`src/assert_macros.svh`:
```
// Assertion helpers shared by the RTL.
`ifndef ASSERT_MACROS_SVH
`define ASSERT_MACROS_SVH

// Concurrent check on the block clock, off while reset is asserted.
`define ASSERT_CLK(label, prop, msg) \
  label: assert property (@(posedge clk_i) disable iff (!rst_ni) (prop)) else $error(msg);

// Same check, also active while reset is asserted.
`define ASSERT_ALWAYS(label, prop, msg) \
  label: assert property (@(posedge clk_i) (prop)) else $error(msg);

`endif

```
`src/rrbm_pkg.sv`:
```
package rrbm_pkg;

  // Result target codes.
  typedef enum logic [1:0] {
    TGT_NONE = 2'd0,
    TGT_ROM  = 2'd1,
    TGT_RAM  = 2'd2
  } target_e;

  // Configuration register indexes.
  typedef enum logic [1:0] {
    CFG_ROM_COUNT = 2'd0,
    CFG_RAM_COUNT = 2'd1,
    CFG_HAS_RAM   = 2'd2
  } cfg_idx_e;

  localparam int unsigned CmdW      = 1;
  localparam int unsigned AddrW     = 16;
  localparam int unsigned DataW     = 8;
  localparam int unsigned MemAddrW  = 23;
  localparam int unsigned CfgIdxW   = 2;
  localparam int unsigned CfgDataW  = 10;
  localparam int unsigned RomCountW = 10;
  localparam int unsigned RamCountW = 5;
  localparam int unsigned RomBankW  = 9;
  localparam int unsigned RamBankW  = 4;

  // Access kind codes.
  localparam logic [CmdW-1:0] CmdRead  = 1'b0;
  localparam logic [CmdW-1:0] CmdWrite = 1'b1;

  // Upper address nibble decode.
  localparam logic [3:0] RegionRamEnLo = 4'h0;
  localparam logic [3:0] RegionRamEnHi = 4'h1;
  localparam logic [3:0] RegionRomLo   = 4'h2;
  localparam logic [3:0] RegionRomHi   = 4'h3;
  localparam logic [3:0] RegionRamSelA = 4'h4;
  localparam logic [3:0] RegionRamSelB = 4'h5;
  localparam logic [3:0] RegionCartA   = 4'hA;
  localparam logic [3:0] RegionCartB   = 4'hB;

  localparam logic [DataW-1:0]    RamEnableKey = 8'h0A;
  localparam logic [RomBankW-1:0] RomBankReset = 9'd1;

endpackage

```
`src/rrbm_if.sv`:
```
// Access request channel.
interface rrbm_req_if;
  logic                          valid;
  logic                          ready;
  logic [rrbm_pkg::CmdW-1:0]     cmd;
  logic [rrbm_pkg::AddrW-1:0]    addr;
  logic [rrbm_pkg::DataW-1:0]    data;

  modport source (output valid, cmd, addr, data, input ready);
  modport sink   (input valid, cmd, addr, data, output ready);
endinterface

// Translated access channel.
interface rrbm_rsp_if;
  logic                           valid;
  logic                           ready;
  logic [1:0]                     target;
  logic [rrbm_pkg::MemAddrW-1:0]  mem_addr;
  logic                           mem_write;
  logic [rrbm_pkg::DataW-1:0]     write_data;

  modport source (output valid, target, mem_addr, mem_write, write_data, input ready);
  modport sink   (input valid, target, mem_addr, mem_write, write_data, output ready);
endinterface

// Configuration write channel.
interface rrbm_cfg_if;
  logic                           valid;
  logic                           ready;
  logic [rrbm_pkg::CfgIdxW-1:0]   index;
  logic [rrbm_pkg::CfgDataW-1:0]  wdata;

  modport source (output valid, index, wdata, input ready);
  modport sink   (input valid, index, wdata, output ready);
endinterface

```
`src/rom_ram_bank_mapper_core.sv`:
```
// Channel  Dir  Beat contents                          Accepted when
// -------  ---  -------------------------------------  --------------------
// req      in   cmd, addr, data                        req.valid & req.ready
// rsp      out  target, mem_addr, mem_write, write_data rsp.valid & rsp.ready
// cfg      in   index, wdata                           cfg.valid (ready tied high)
//
// A read, a RAM-enable write or any other non-bank access has its result land in the
// output register at the accepting edge. A bank-select write posts its result (all zero)
// at once while the shared restoring remainder unit runs one bank bit per cycle; req.ready
// stays low until the new bank is stored.
// req.ready also needs the output register free or being drained in the same cycle.
// rst_ni is asynchronous, active low; it restores bank state and config defaults.
`include "assert_macros.svh"

module rom_ram_bank_mapper_core #(
  parameter int unsigned MAX_ROM_BANKS = 512,
  parameter int unsigned MAX_RAM_BANKS = 16
) (
  input  logic       clk_i,
  input  logic       rst_ni,
  rrbm_req_if.sink   req,
  rrbm_rsp_if.source rsp,
  rrbm_cfg_if.sink   cfg
);

  // Divisor width covers the larger of the two bank maxima.
  localparam int unsigned MaxBanks = (MAX_ROM_BANKS > MAX_RAM_BANKS) ?
                                     MAX_ROM_BANKS : MAX_RAM_BANKS;
  localparam int unsigned DivW     = $clog2(MaxBanks + 1);
  localparam int unsigned StepW    = $clog2(rrbm_pkg::RomBankW);
  localparam logic [StepW-1:0] LastStep = StepW'(rrbm_pkg::RomBankW - 1);

  typedef enum logic [1:0] {
    ST_IDLE = 2'b01,
    ST_DIV  = 2'b10
  } state_e;

  state_e state_q, state_d;

  // Config registers.
  logic [rrbm_pkg::RomCountW-1:0] rom_cnt_q;
  logic [rrbm_pkg::RamCountW-1:0] ram_cnt_q;
  logic                           has_ram_q;

  // Bank state.
  logic                          ram_on_q, ram_on_d;
  logic [rrbm_pkg::RomBankW-1:0] rom_sel_q, rom_sel_d;
  logic [rrbm_pkg::RamBankW-1:0] ram_sel_q, ram_sel_d;

  // Shared remainder unit.
  logic [DivW-1:0]               div_q, div_d;
  logic [DivW-1:0]               rem_q, rem_d;
  logic [rrbm_pkg::RomBankW-1:0] dvd_q, dvd_d;
  logic [StepW-1:0]              step_q, step_d;
  logic                          to_ram_q, to_ram_d;
  logic [DivW:0]                 trial;
  logic [DivW-1:0]               rem_next;

  // Output register.
  logic                           out_vld_q, out_vld_d;
  rrbm_pkg::target_e              out_tgt_q, out_tgt_d;
  logic [rrbm_pkg::MemAddrW-1:0]  out_addr_q, out_addr_d;
  logic                           out_wr_q, out_wr_d;
  logic [rrbm_pkg::DataW-1:0]     out_data_q, out_data_d;

  logic                           req_fire;
  logic                           cfg_fire;
  logic [3:0]                     region;
  logic                           cart_hit;
  logic                           is_wr;
  logic [DivW-1:0]                rom_div;
  logic [DivW-1:0]                ram_div;
  logic [rrbm_pkg::RomCountW-1:0] rom_eff;
  logic [rrbm_pkg::RamCountW-1:0] ram_eff;

  assign req.ready = (state_q == ST_IDLE) && (!out_vld_q || rsp.ready);
  assign req_fire  = req.valid && req.ready;
  assign cfg.ready = 1'b1;
  assign cfg_fire  = cfg.valid;

  assign rsp.valid      = out_vld_q;
  assign rsp.target     = out_tgt_q;
  assign rsp.mem_addr   = out_addr_q;
  assign rsp.mem_write  = out_wr_q;
  assign rsp.write_data = out_data_q;

  assign region   = req.addr[15:12];
  assign is_wr    = (req.cmd == rrbm_pkg::CmdWrite);
  assign cart_hit = ((region == rrbm_pkg::RegionCartA) || (region == rrbm_pkg::RegionCartB))
                    && has_ram_q && ram_on_q;

  // Clamp counts: zero acts as one, above max acts as max.
  always_comb begin
    priority if (rom_cnt_q == '0) begin
      rom_eff = rrbm_pkg::RomCountW'(1);
    end else if (rom_cnt_q > rrbm_pkg::RomCountW'(MAX_ROM_BANKS)) begin
      rom_eff = rrbm_pkg::RomCountW'(MAX_ROM_BANKS);
    end else begin
      rom_eff = rom_cnt_q;
    end
    priority if (ram_cnt_q == '0) begin
      ram_eff = rrbm_pkg::RamCountW'(1);
    end else if (ram_cnt_q > rrbm_pkg::RamCountW'(MAX_RAM_BANKS)) begin
      ram_eff = rrbm_pkg::RamCountW'(MAX_RAM_BANKS);
    end else begin
      ram_eff = ram_cnt_q;
    end
  end

  assign rom_div = DivW'(rom_eff);
  assign ram_div = DivW'(ram_eff);

  // One restoring step: shift in the next bank bit, subtract if it fits.
  assign trial    = {rem_q, dvd_q[rrbm_pkg::RomBankW-1]};
  assign rem_next = (trial >= {1'b0, div_q}) ? DivW'(trial - {1'b0, div_q}) : DivW'(trial);

  always_comb begin
    state_d    = state_q;
    ram_on_d   = ram_on_q;
    rom_sel_d  = rom_sel_q;
    ram_sel_d  = ram_sel_q;
    div_d      = div_q;
    rem_d      = rem_q;
    dvd_d      = dvd_q;
    step_d     = step_q;
    to_ram_d   = to_ram_q;
    out_vld_d  = out_vld_q && !rsp.ready;
    out_tgt_d  = out_tgt_q;
    out_addr_d = out_addr_q;
    out_wr_d   = out_wr_q;
    out_data_d = out_data_q;

    unique case (state_q)
      ST_IDLE: begin
        if (req_fire) begin
          out_vld_d  = 1'b1;
          out_tgt_d  = rrbm_pkg::TGT_NONE;
          out_addr_d = '0;
          out_wr_d   = 1'b0;
          out_data_d = '0;
          rem_d      = '0;
          step_d     = '0;

          if (is_wr) begin
            unique case (region)
              rrbm_pkg::RegionRamEnLo, rrbm_pkg::RegionRamEnHi: begin
                ram_on_d = (req.data == rrbm_pkg::RamEnableKey);
              end
              rrbm_pkg::RegionRomLo: begin
                dvd_d    = {rom_sel_q[8], req.data};
                div_d    = rom_div;
                to_ram_d = 1'b0;
                state_d  = ST_DIV;
              end
              rrbm_pkg::RegionRomHi: begin
                dvd_d    = {req.data[0], rom_sel_q[7:0]};
                div_d    = rom_div;
                to_ram_d = 1'b0;
                state_d  = ST_DIV;
              end
              rrbm_pkg::RegionRamSelA, rrbm_pkg::RegionRamSelB: begin
                if (has_ram_q) begin
                  dvd_d    = {5'd0, req.data[3:0]};
                  div_d    = ram_div;
                  to_ram_d = 1'b1;
                  state_d  = ST_DIV;
                end
              end
              default: begin
              end
            endcase
          end else if (!req.addr[15] && !req.addr[14]) begin
            out_tgt_d  = rrbm_pkg::TGT_ROM;
            out_addr_d = {9'd0, req.addr[13:0]};
          end else if (!req.addr[15]) begin
            out_tgt_d  = rrbm_pkg::TGT_ROM;
            out_addr_d = {rom_sel_q, req.addr[13:0]};
          end

          if (cart_hit) begin
            out_tgt_d  = rrbm_pkg::TGT_RAM;
            out_addr_d = {6'd0, ram_sel_q, req.addr[12:0]};
            out_wr_d   = is_wr;
            out_data_d = is_wr ? req.data : '0;
          end
        end
      end
      ST_DIV: begin
        rem_d  = rem_next;
        dvd_d  = {dvd_q[rrbm_pkg::RomBankW-2:0], 1'b0};
        step_d = step_q + StepW'(1);
        if (step_q == LastStep) begin
          if (to_ram_q) begin
            ram_sel_d = rrbm_pkg::RamBankW'(rem_next);
          end else begin
            rom_sel_d = rrbm_pkg::RomBankW'(rem_next);
          end
          state_d = ST_IDLE;
        end
      end
      default: begin
        state_d = ST_IDLE;
      end
    endcase
  end

  always_ff @(posedge clk_i or negedge rst_ni) begin
    if (!rst_ni) begin
      state_q   <= ST_IDLE;
      rom_cnt_q <= rrbm_pkg::RomCountW'(2);
      ram_cnt_q <= rrbm_pkg::RamCountW'(1);
      has_ram_q <= 1'b0;
      ram_on_q  <= 1'b0;
      rom_sel_q <= rrbm_pkg::RomBankReset;
      ram_sel_q <= '0;
      out_vld_q <= 1'b0;
      step_q    <= '0;
    end else begin
      state_q   <= state_d;
      ram_on_q  <= ram_on_d;
      rom_sel_q <= rom_sel_d;
      ram_sel_q <= ram_sel_d;
      out_vld_q <= out_vld_d;
      step_q    <= step_d;
      if (cfg_fire) begin
        unique case (cfg.index)
          rrbm_pkg::CFG_ROM_COUNT: rom_cnt_q <= cfg.wdata;
          rrbm_pkg::CFG_RAM_COUNT: ram_cnt_q <= cfg.wdata[rrbm_pkg::RamCountW-1:0];
          rrbm_pkg::CFG_HAS_RAM:   has_ram_q <= cfg.wdata[0];
          default: begin
          end
        endcase
      end
    end
  end

  // Datapath, no reset.
  always_ff @(posedge clk_i) begin
    div_q      <= div_d;
    rem_q      <= rem_d;
    dvd_q      <= dvd_d;
    to_ram_q   <= to_ram_d;
    out_tgt_q  <= out_tgt_d;
    out_addr_q <= out_addr_d;
    out_wr_q   <= out_wr_d;
    out_data_q <= out_data_d;
  end

  `ASSERT_CLK(a_ready_only_idle, req.ready |-> (state_q == ST_IDLE), "ready while dividing")
  `ASSERT_CLK(a_rem_below_div, (state_q == ST_DIV) |-> (rem_q < div_q),
              "remainder not below divisor")
  `ASSERT_CLK(a_step_bound, (state_q == ST_DIV) |-> (step_q <= LastStep),
              "step counter overrun")
  `ASSERT_CLK(a_ram_sel_needs_ram, !$stable(ram_sel_q) |-> $past(has_ram_q),
              "RAM bank changed without RAM")

endmodule

```
`src/flat_wrapper.sv`:
```
// flat-port wrapper written by rule: the top's interface ports become plain ports
module rom_ram_bank_mapper_core_flat 
#(
  parameter int unsigned MAX_ROM_BANKS = 512,
  parameter int unsigned MAX_RAM_BANKS = 16
)
  (clk_i, rst_ni, req_valid, req_cmd, req_addr, req_data, req_ready, rsp_valid, rsp_target, rsp_mem_addr, rsp_mem_write, rsp_write_data, rsp_ready, cfg_valid, cfg_index, cfg_wdata, cfg_ready);
  rrbm_req_if req_i ();
  rrbm_rsp_if rsp_i ();
  rrbm_cfg_if cfg_i ();
  input  logic clk_i;
  input  logic rst_ni;
  input wire logic [$bits(req_i.valid)-1:0] req_valid;
  input wire logic [$bits(req_i.cmd)-1:0] req_cmd;
  input wire logic [$bits(req_i.addr)-1:0] req_addr;
  input wire logic [$bits(req_i.data)-1:0] req_data;
  output wire logic [$bits(req_i.ready)-1:0] req_ready;
  output wire logic [$bits(rsp_i.valid)-1:0] rsp_valid;
  output wire logic [$bits(rsp_i.target)-1:0] rsp_target;
  output wire logic [$bits(rsp_i.mem_addr)-1:0] rsp_mem_addr;
  output wire logic [$bits(rsp_i.mem_write)-1:0] rsp_mem_write;
  output wire logic [$bits(rsp_i.write_data)-1:0] rsp_write_data;
  input wire logic [$bits(rsp_i.ready)-1:0] rsp_ready;
  input wire logic [$bits(cfg_i.valid)-1:0] cfg_valid;
  input wire logic [$bits(cfg_i.index)-1:0] cfg_index;
  input wire logic [$bits(cfg_i.wdata)-1:0] cfg_wdata;
  output wire logic [$bits(cfg_i.ready)-1:0] cfg_ready;
  assign req_i.valid = req_valid;
  assign req_i.cmd = req_cmd;
  assign req_i.addr = req_addr;
  assign req_i.data = req_data;
  assign req_ready = req_i.ready;
  assign rsp_valid = rsp_i.valid;
  assign rsp_target = rsp_i.target;
  assign rsp_mem_addr = rsp_i.mem_addr;
  assign rsp_mem_write = rsp_i.mem_write;
  assign rsp_write_data = rsp_i.write_data;
  assign rsp_i.ready = rsp_ready;
  assign cfg_i.valid = cfg_valid;
  assign cfg_i.index = cfg_index;
  assign cfg_i.wdata = cfg_wdata;
  assign cfg_ready = cfg_i.ready;
  rom_ram_bank_mapper_core #(.MAX_ROM_BANKS(MAX_ROM_BANKS), .MAX_RAM_BANKS(MAX_RAM_BANKS)) u_core (.clk_i(clk_i), .rst_ni(rst_ni), .req(req_i), .rsp(rsp_i), .cfg(cfg_i));
endmodule
```
`config.mk`:
```
export PLATFORM = sky130hd
export DESIGN_NAME = rom_ram_bank_mapper_core_flat
export DESIGN_NICKNAME = d
export VERILOG_FILES = /design/src/rrbm_pkg.sv /design/src/rrbm_if.sv /design/src/rom_ram_bank_mapper_core.sv /design/src/flat_wrapper.sv
export VERILOG_INCLUDE_DIRS = /design/src /design/src/src
export SDC_FILE = /design/constraint.sdc
export NUM_CORES = 1
export LEC_CHECK = 0
export ABC_AREA = 1
export BUFFER_PORTS_ARGS = -buffer_cell sky130_fd_sc_hd__buf_2
export CORE_MARGIN = 1.5
export CORE_UTILIZATION = 30
export CTS_CLUSTER_SIZE = 10
export DETAILED_ROUTE_END_ITERATION = 10
export PLACE_DENSITY = 0.56
export SYNTH_ARGS = -nofsm -noshare
export SYNTH_HDL_FRONTEND = slang
export SYNTH_SLANG_ARGS = --single-unit
```
`constraint.sdc`:
```
create_clock -name clk_i -period 3.6 [get_ports clk_i]
set_input_delay 0.36 -clock clk_i [delete_from_list [all_inputs] [get_ports clk_i]]
set_output_delay 0.36 -clock clk_i [all_outputs]
set_load 0.01 [all_outputs]
```
Word level (Yosys, flattened, before mapping):

Cells that the tools add are included.

* bits in registers: 101
* word-level logic and storage cells: 113
* output and inout port bits: 37
* input bits: 42

* bitwise logic cells: 1
* equal/unequal tests: 20
* order comparisons: 3
* reductions and logical operators: 35
* mux-type cells: 33
* add/subtract/negate cells: 2

Operators by type and width (count)
* 2-to-1 mux 17 bit: 4
* 2-to-1 mux 10 bit: 5
* case mux 10 bit (2 select lines): 2
* 2-to-1 mux 9 bit: 3
* case mux 9 bit (3 select lines): 1
* case mux 9 bit (2 select lines): 1
* AND reduction 5 bit: 3
* == test 4 bit, second input constant: 3
* 2-to-1 mux 2 bit: 6
* AND reduction 2 bit: 6
* >= comparator 11 x 10 -> 1 bit: 1
* > comparator 10 bit, second input constant: 1
* zero test 10 bit: 1
* 2-to-1 mux 5 bit: 2
* subtractor 10 bit: 1
* == test 4 x 2 -> 1 bit, second input constant: 2
* == test 4 x 3 -> 1 bit, second input constant: 2
* == test 8 x 4 -> 1 bit, second input constant: 1
* case mux 2 bit (2 select lines): 2
* case mux 4 bit (2 select lines): 1
* OR reduction 2 bit: 4
* logical AND 1 bit: 6
* inequality test 2 x 1 -> 1 bit, second input constant: 3
* AND reduction 3 bit: 2
* other kinds (21): 31

Logic depth before layout (Yosys ltp):

* word-level depth: 6
* gate-level depth with buffers: 13
* depth with buffers taken out: 13

Worst setup path before layout:

No wires, ideal clock.

* path kind: reg-to-reg
* from: register u_core.state_q[0]
* to: register u_core.dvd_q[0] in the netlist's numbering (enable)
* data arrival time: 3528 ps
* setup time: 377 ps
* slack: -305 ps
* required time: 3223 ps
* cell stages (with the launch flop): 8
* clock period less this slack: 3905 ps
* buffers on the path: 0
* path through: dfstp_2 inv_1 nor2_1 nand2_1 nor2_1 inv_1 nand2_1 a21boi_1

* longest elaborated chain between the ends: 5
* elaborated cells between the ends (all ways): 10
* those cells by class: eq/ne (6); reduce/logical (4)

Ends and longest elaborated chain
* start, declared: line rom_ram_bank_mapper_core.sv:38 `state_e state_q, state_d;`
* start signal, assigned: line rom_ram_bank_mapper_core.sv:219 `state_q <= state_d;`
* == test 2 x 1 -> 1 bit: line rom_ram_bank_mapper_core.sv:76, rom_ram_bank_mapper_core.sv:133
* logical AND 1 bit: line rom_ram_bank_mapper_core.sv:76 `assign req.ready = (state_q == ST_IDLE) && (!out_vld_q || rsp.ready);`
* logical AND 1 bit: line rom_ram_bank_mapper_core.sv:77 `assign req_fire = req.valid && req.ready;`
* inequality test 2 x 1 -> 1 bit (no source line)
* AND reduction 5 bit (no source line) (*)
* end signal, assigned: line rom_ram_bank_mapper_core.sv:241 `dvd_q <= dvd_d;`
* end, declared: line rom_ram_bank_mapper_core.sv:53 `logic [rrbm_pkg::RomBankW-1:0] dvd_q, dvd_d;`

Mark *: on every way between the ends. The rest lies on a longest branch, timed or not.
A chain may end at the register's enable or synchronous reset.

Final worst setup path:

* from: register u_core.state_q[0]
* to: register u_core.dvd_q[4] in the netlist's numbering (enable)

The elaborated chain is that of the path after synthesis.

==> flow_metrics.tcl <==
set metrics [dict create \
    seq_area_frac_synth_pct 57.0 \
    arrival_ns 2.52 \
    drive_gt1_share_pct 21.0 \
    ir_worst_vdd_mv 0.250 \
    worst_pin_slew_ns 0.881 \
    syn_nets 594 \
    fillCellCount 1675 \
    yosysMostFrequentCell "nand2_1" \
    reg2reg_to "u_core.dvd_q[4]" \
    antenna_left 0 \
    syn_inst 539 \
    regArea_um2 2850 \
    cts_tree "done" \
    antennaDiodeCount 0 \
    fmax_ghz 0.393 \
    syn_to_final_growth_pct 18.8 \
    die_h_um 132 \
    dr.pass1.iters 4 \
    fin_worst_skew_ns 0.0123 \
    rows 47 \
    end_kind "register" \
    start_kind "register" \
    power.density_nw_per_um2 450 \
    hp-class "in -> async" \
    h-tree-depth 3 \
    clock_sinks 101 \
    status "finished, final reports clean" \
    grt_max_degree 38 \
    multi_input_area_um2 1740 \
    netlist.area_leader.share_pct 38.4 \
    reg2reg_from "u_core.state_q[0]" \
    grt_pass1_wl_um 18500 \
    cts_buffers 9 \
    fp.coreArea_um2 16400 \
    power_mw 2.67 \
    cts_root_buffer "clkbuf_16" \
    reg2regPathDepth 7 \
    rsz0062_at_grt "no" \
    p_leak_nw 2.84 \
    fin_crit_ns 2.55 \
    via_count 3774 \
    boundaryPins 79 \
    slew_headroom_pct 41.1 \
    fin_area_um2 5940 \
    synth_top_cell_by_area "edfxtp_1" \
    yosysUniqueCellTypes 40 \
    synth_top_flop_cell "edfxtp_1" \
    fin_tns_setup_ns 0 \
    antenna_found_initial 0 \
    slew_viol_final 0 \
    clock_path_buffers 2 \
    totalWireLength_um 11100 \
    synth_commonest_cells "nand2_1 (122), inv_1 (93), edfxtp_1 (64), nor2_1 (63), nand3_1 (34)" \
    async_flop_share_pct 36.6 \
    grt_pass1_vias 3796 \
    syn_avg_cell_area_um2 9.28 \
    die_w_um 132 \
    ff2ff_setup_slack_ns 1.05 \
    gp_congestion 0.830 \
    cts_resized 0 \
    portBuffers 77 \
    fin_crit_sh_pct 70.7 \
    yosys_warnings 0 \
    hold_viol 0 \
    dieArea_um2 17500 \
    wl_per_cell_um 13.1 \
    vias_per_cell 4.47 \
    hpwlAfterDp_um 8570 \
    placed_area_um2 5630 \
    groute.usage.overall_pct 13.2 \
    nets 675 \
    path_class "reg -> reg" \
    path_clk_slew_ns 0.07 \
    postCtsSetupRepairBufs 0 \
    worst_path_largest_cell_delay_ns 0.73 \
    synthTopCellsByArea "edfxtp_1 (38%), dfrtp_1 (17%), nand2_1 (9.2%)" \
    synth_enable_flop_cells 64 \
    finalSetupViolCount 0 \
    syn_area_um2 5000 \
    path_cells "inv_1 -> nor2_1 -> nand2_1 -> nor2_4 -> inv_1 -> nand2_1 -> a21boi_1" \
    drc 0 \
    cap_viol_max_count 0 \
    crit_path_max_fanout 14 \
    grt-ovfl-total 0 \
    floorplan.initialDensity_pct 30.5 \
    drtIter0Drc 188 \
    clock_latency_ns 0.35 \
    ys_ff_latch 101 \
    cpMaxStageDelayCell "a21boi_1" \
    cp.required_ns 3.58 \
    postCtsHoldBufs 0 \
]
-- cells in the final DEF (no fill, tap or decap), types with 2 or more instances in the layout --
cell	instances
a21oi_1	8
xor2_1	2
inv_8	2
nand2_2	7
clkbuf_16	9
edfxtp_1	64
nand2_1	122
nor2_1	62
a32o_1	3
xnor2_1	2
mux2_2	3
inv_2	3
buf_2	77
o21a_1	5
nand3_2	10
clkinv_2	2
nor3_1	4
nand4_1	6
o21ai_0	27
inv_1	93
o221ai_1	5
nand3b_1	2
dfrtp_1	33
nor2_2	5
o31ai_1	2
nand3_1	34
ha_1	12
dfstp_2	4
-- routing by layer --
metal	share of wire, %	GRT usage, %
met5	0	0
met4	2.1	4.94
met3	2.9	2.31
met2	49	21.9
met1	46	17.3
-- per-stage QoR --
| step | setup WS, ns | cells | utilization (%) | hold slack (ns) |
|---|---|---|---|---|
| floorplan | 0.351 | 539 | - | 0.0644 |
| global route | 0.797 | 845 | 36.2 | 0.174 |
| finish | 1.05 | 845 | 36.2 | 0.102 |
| CTS | 1.03 | 845 | 36.2 | 0.127 |
| global placement | 1.08 | 829 | 34.3 | 0.474 |
| detailed placement | 1.03 | 829 | 34.3 | 0.475 |
-- power breakdown --
part,switching (mW),internal (mW),total [mW],leakage (nW)
Clock,0.458,0.556,1.01,0.153
Sequential,0.0377,1.31,1.35,1.08
Combinational,0.195,0.111,0.306,1.61
-- worst max-delay path by stage --
stage | from | end | slack (ns) | depth (start not counted)
after floorplan | u_core.state_q[0] | u_core.dvd_q[0] | 0.35 | 7
after global placement | u_core.state_q[0] | u_core.dvd_q[6] | 1.08 | 7
after detailed placement | u_core.state_q[0] | u_core.dvd_q[5] | 1.03 | 7
after CTS | u_core.state_q[0] | u_core.dvd_q[4] | 1.03 | 7
after global routing | u_core.state_q[0] | u_core.dvd_q[7] | 0.80 | 7
final | u_core.state_q[0] | u_core.dvd_q[4] | 1.05 | 7
-- registers in the layout (all words and copies together) (netlist names) --
register and count:
u_core.div_q 10, u_core.dvd_q 9, u_core.has_ram_q 1, u_core.ram_cnt_q 5
u_core.ram_on_q 1, u_core.ram_sel_q 4, u_core.rem_q 10, u_core.rom_cnt_q 10
u_core.rom_sel_q 9, u_core.rsp.mem_addr 23, u_core.rsp.mem_write 1, u_core.rsp.target 2
u_core.rsp.valid 1, u_core.rsp.write_data 8, u_core.state_q 2, u_core.step_q 4
u_core.to_ram_q 1
-- cell families (layout without fill, tap and decap cells) --
group,after synthesis,in the layout,share of synthesized area [%]
adder cells (fa/ha/maj),13,13,3.40
AND/OR/NAND/NOR,256,256,22.8
XOR/XNOR,4,4,0.700
buffers and inverters,105,191,8.33
AO/OA/AOI/OAI,56,56,7.03
flip-flops,101,101,57.0
multiplexers,3,3,0.675
other,1,1,0.0750
-- cell type report --
cell class	instances	share of cell area [%]
clock inverters	7	1.52
multi-input cells	333	29.3
flip-flops and latches	101	48.0
repair buffers	78	6.61
inverters	97	6.15
well taps	220	4.63
clock buffers	9	3.79
-- critical path: cells and delay by family, from the launching register on --
family / cells / cell delay [ns]
simple gates: 4 / 0.79
compound gates: 1 / 0.73
flops: 1 / 0.52
buf+inv: 2 / 0.14
(Power assumes the default switching activity.)
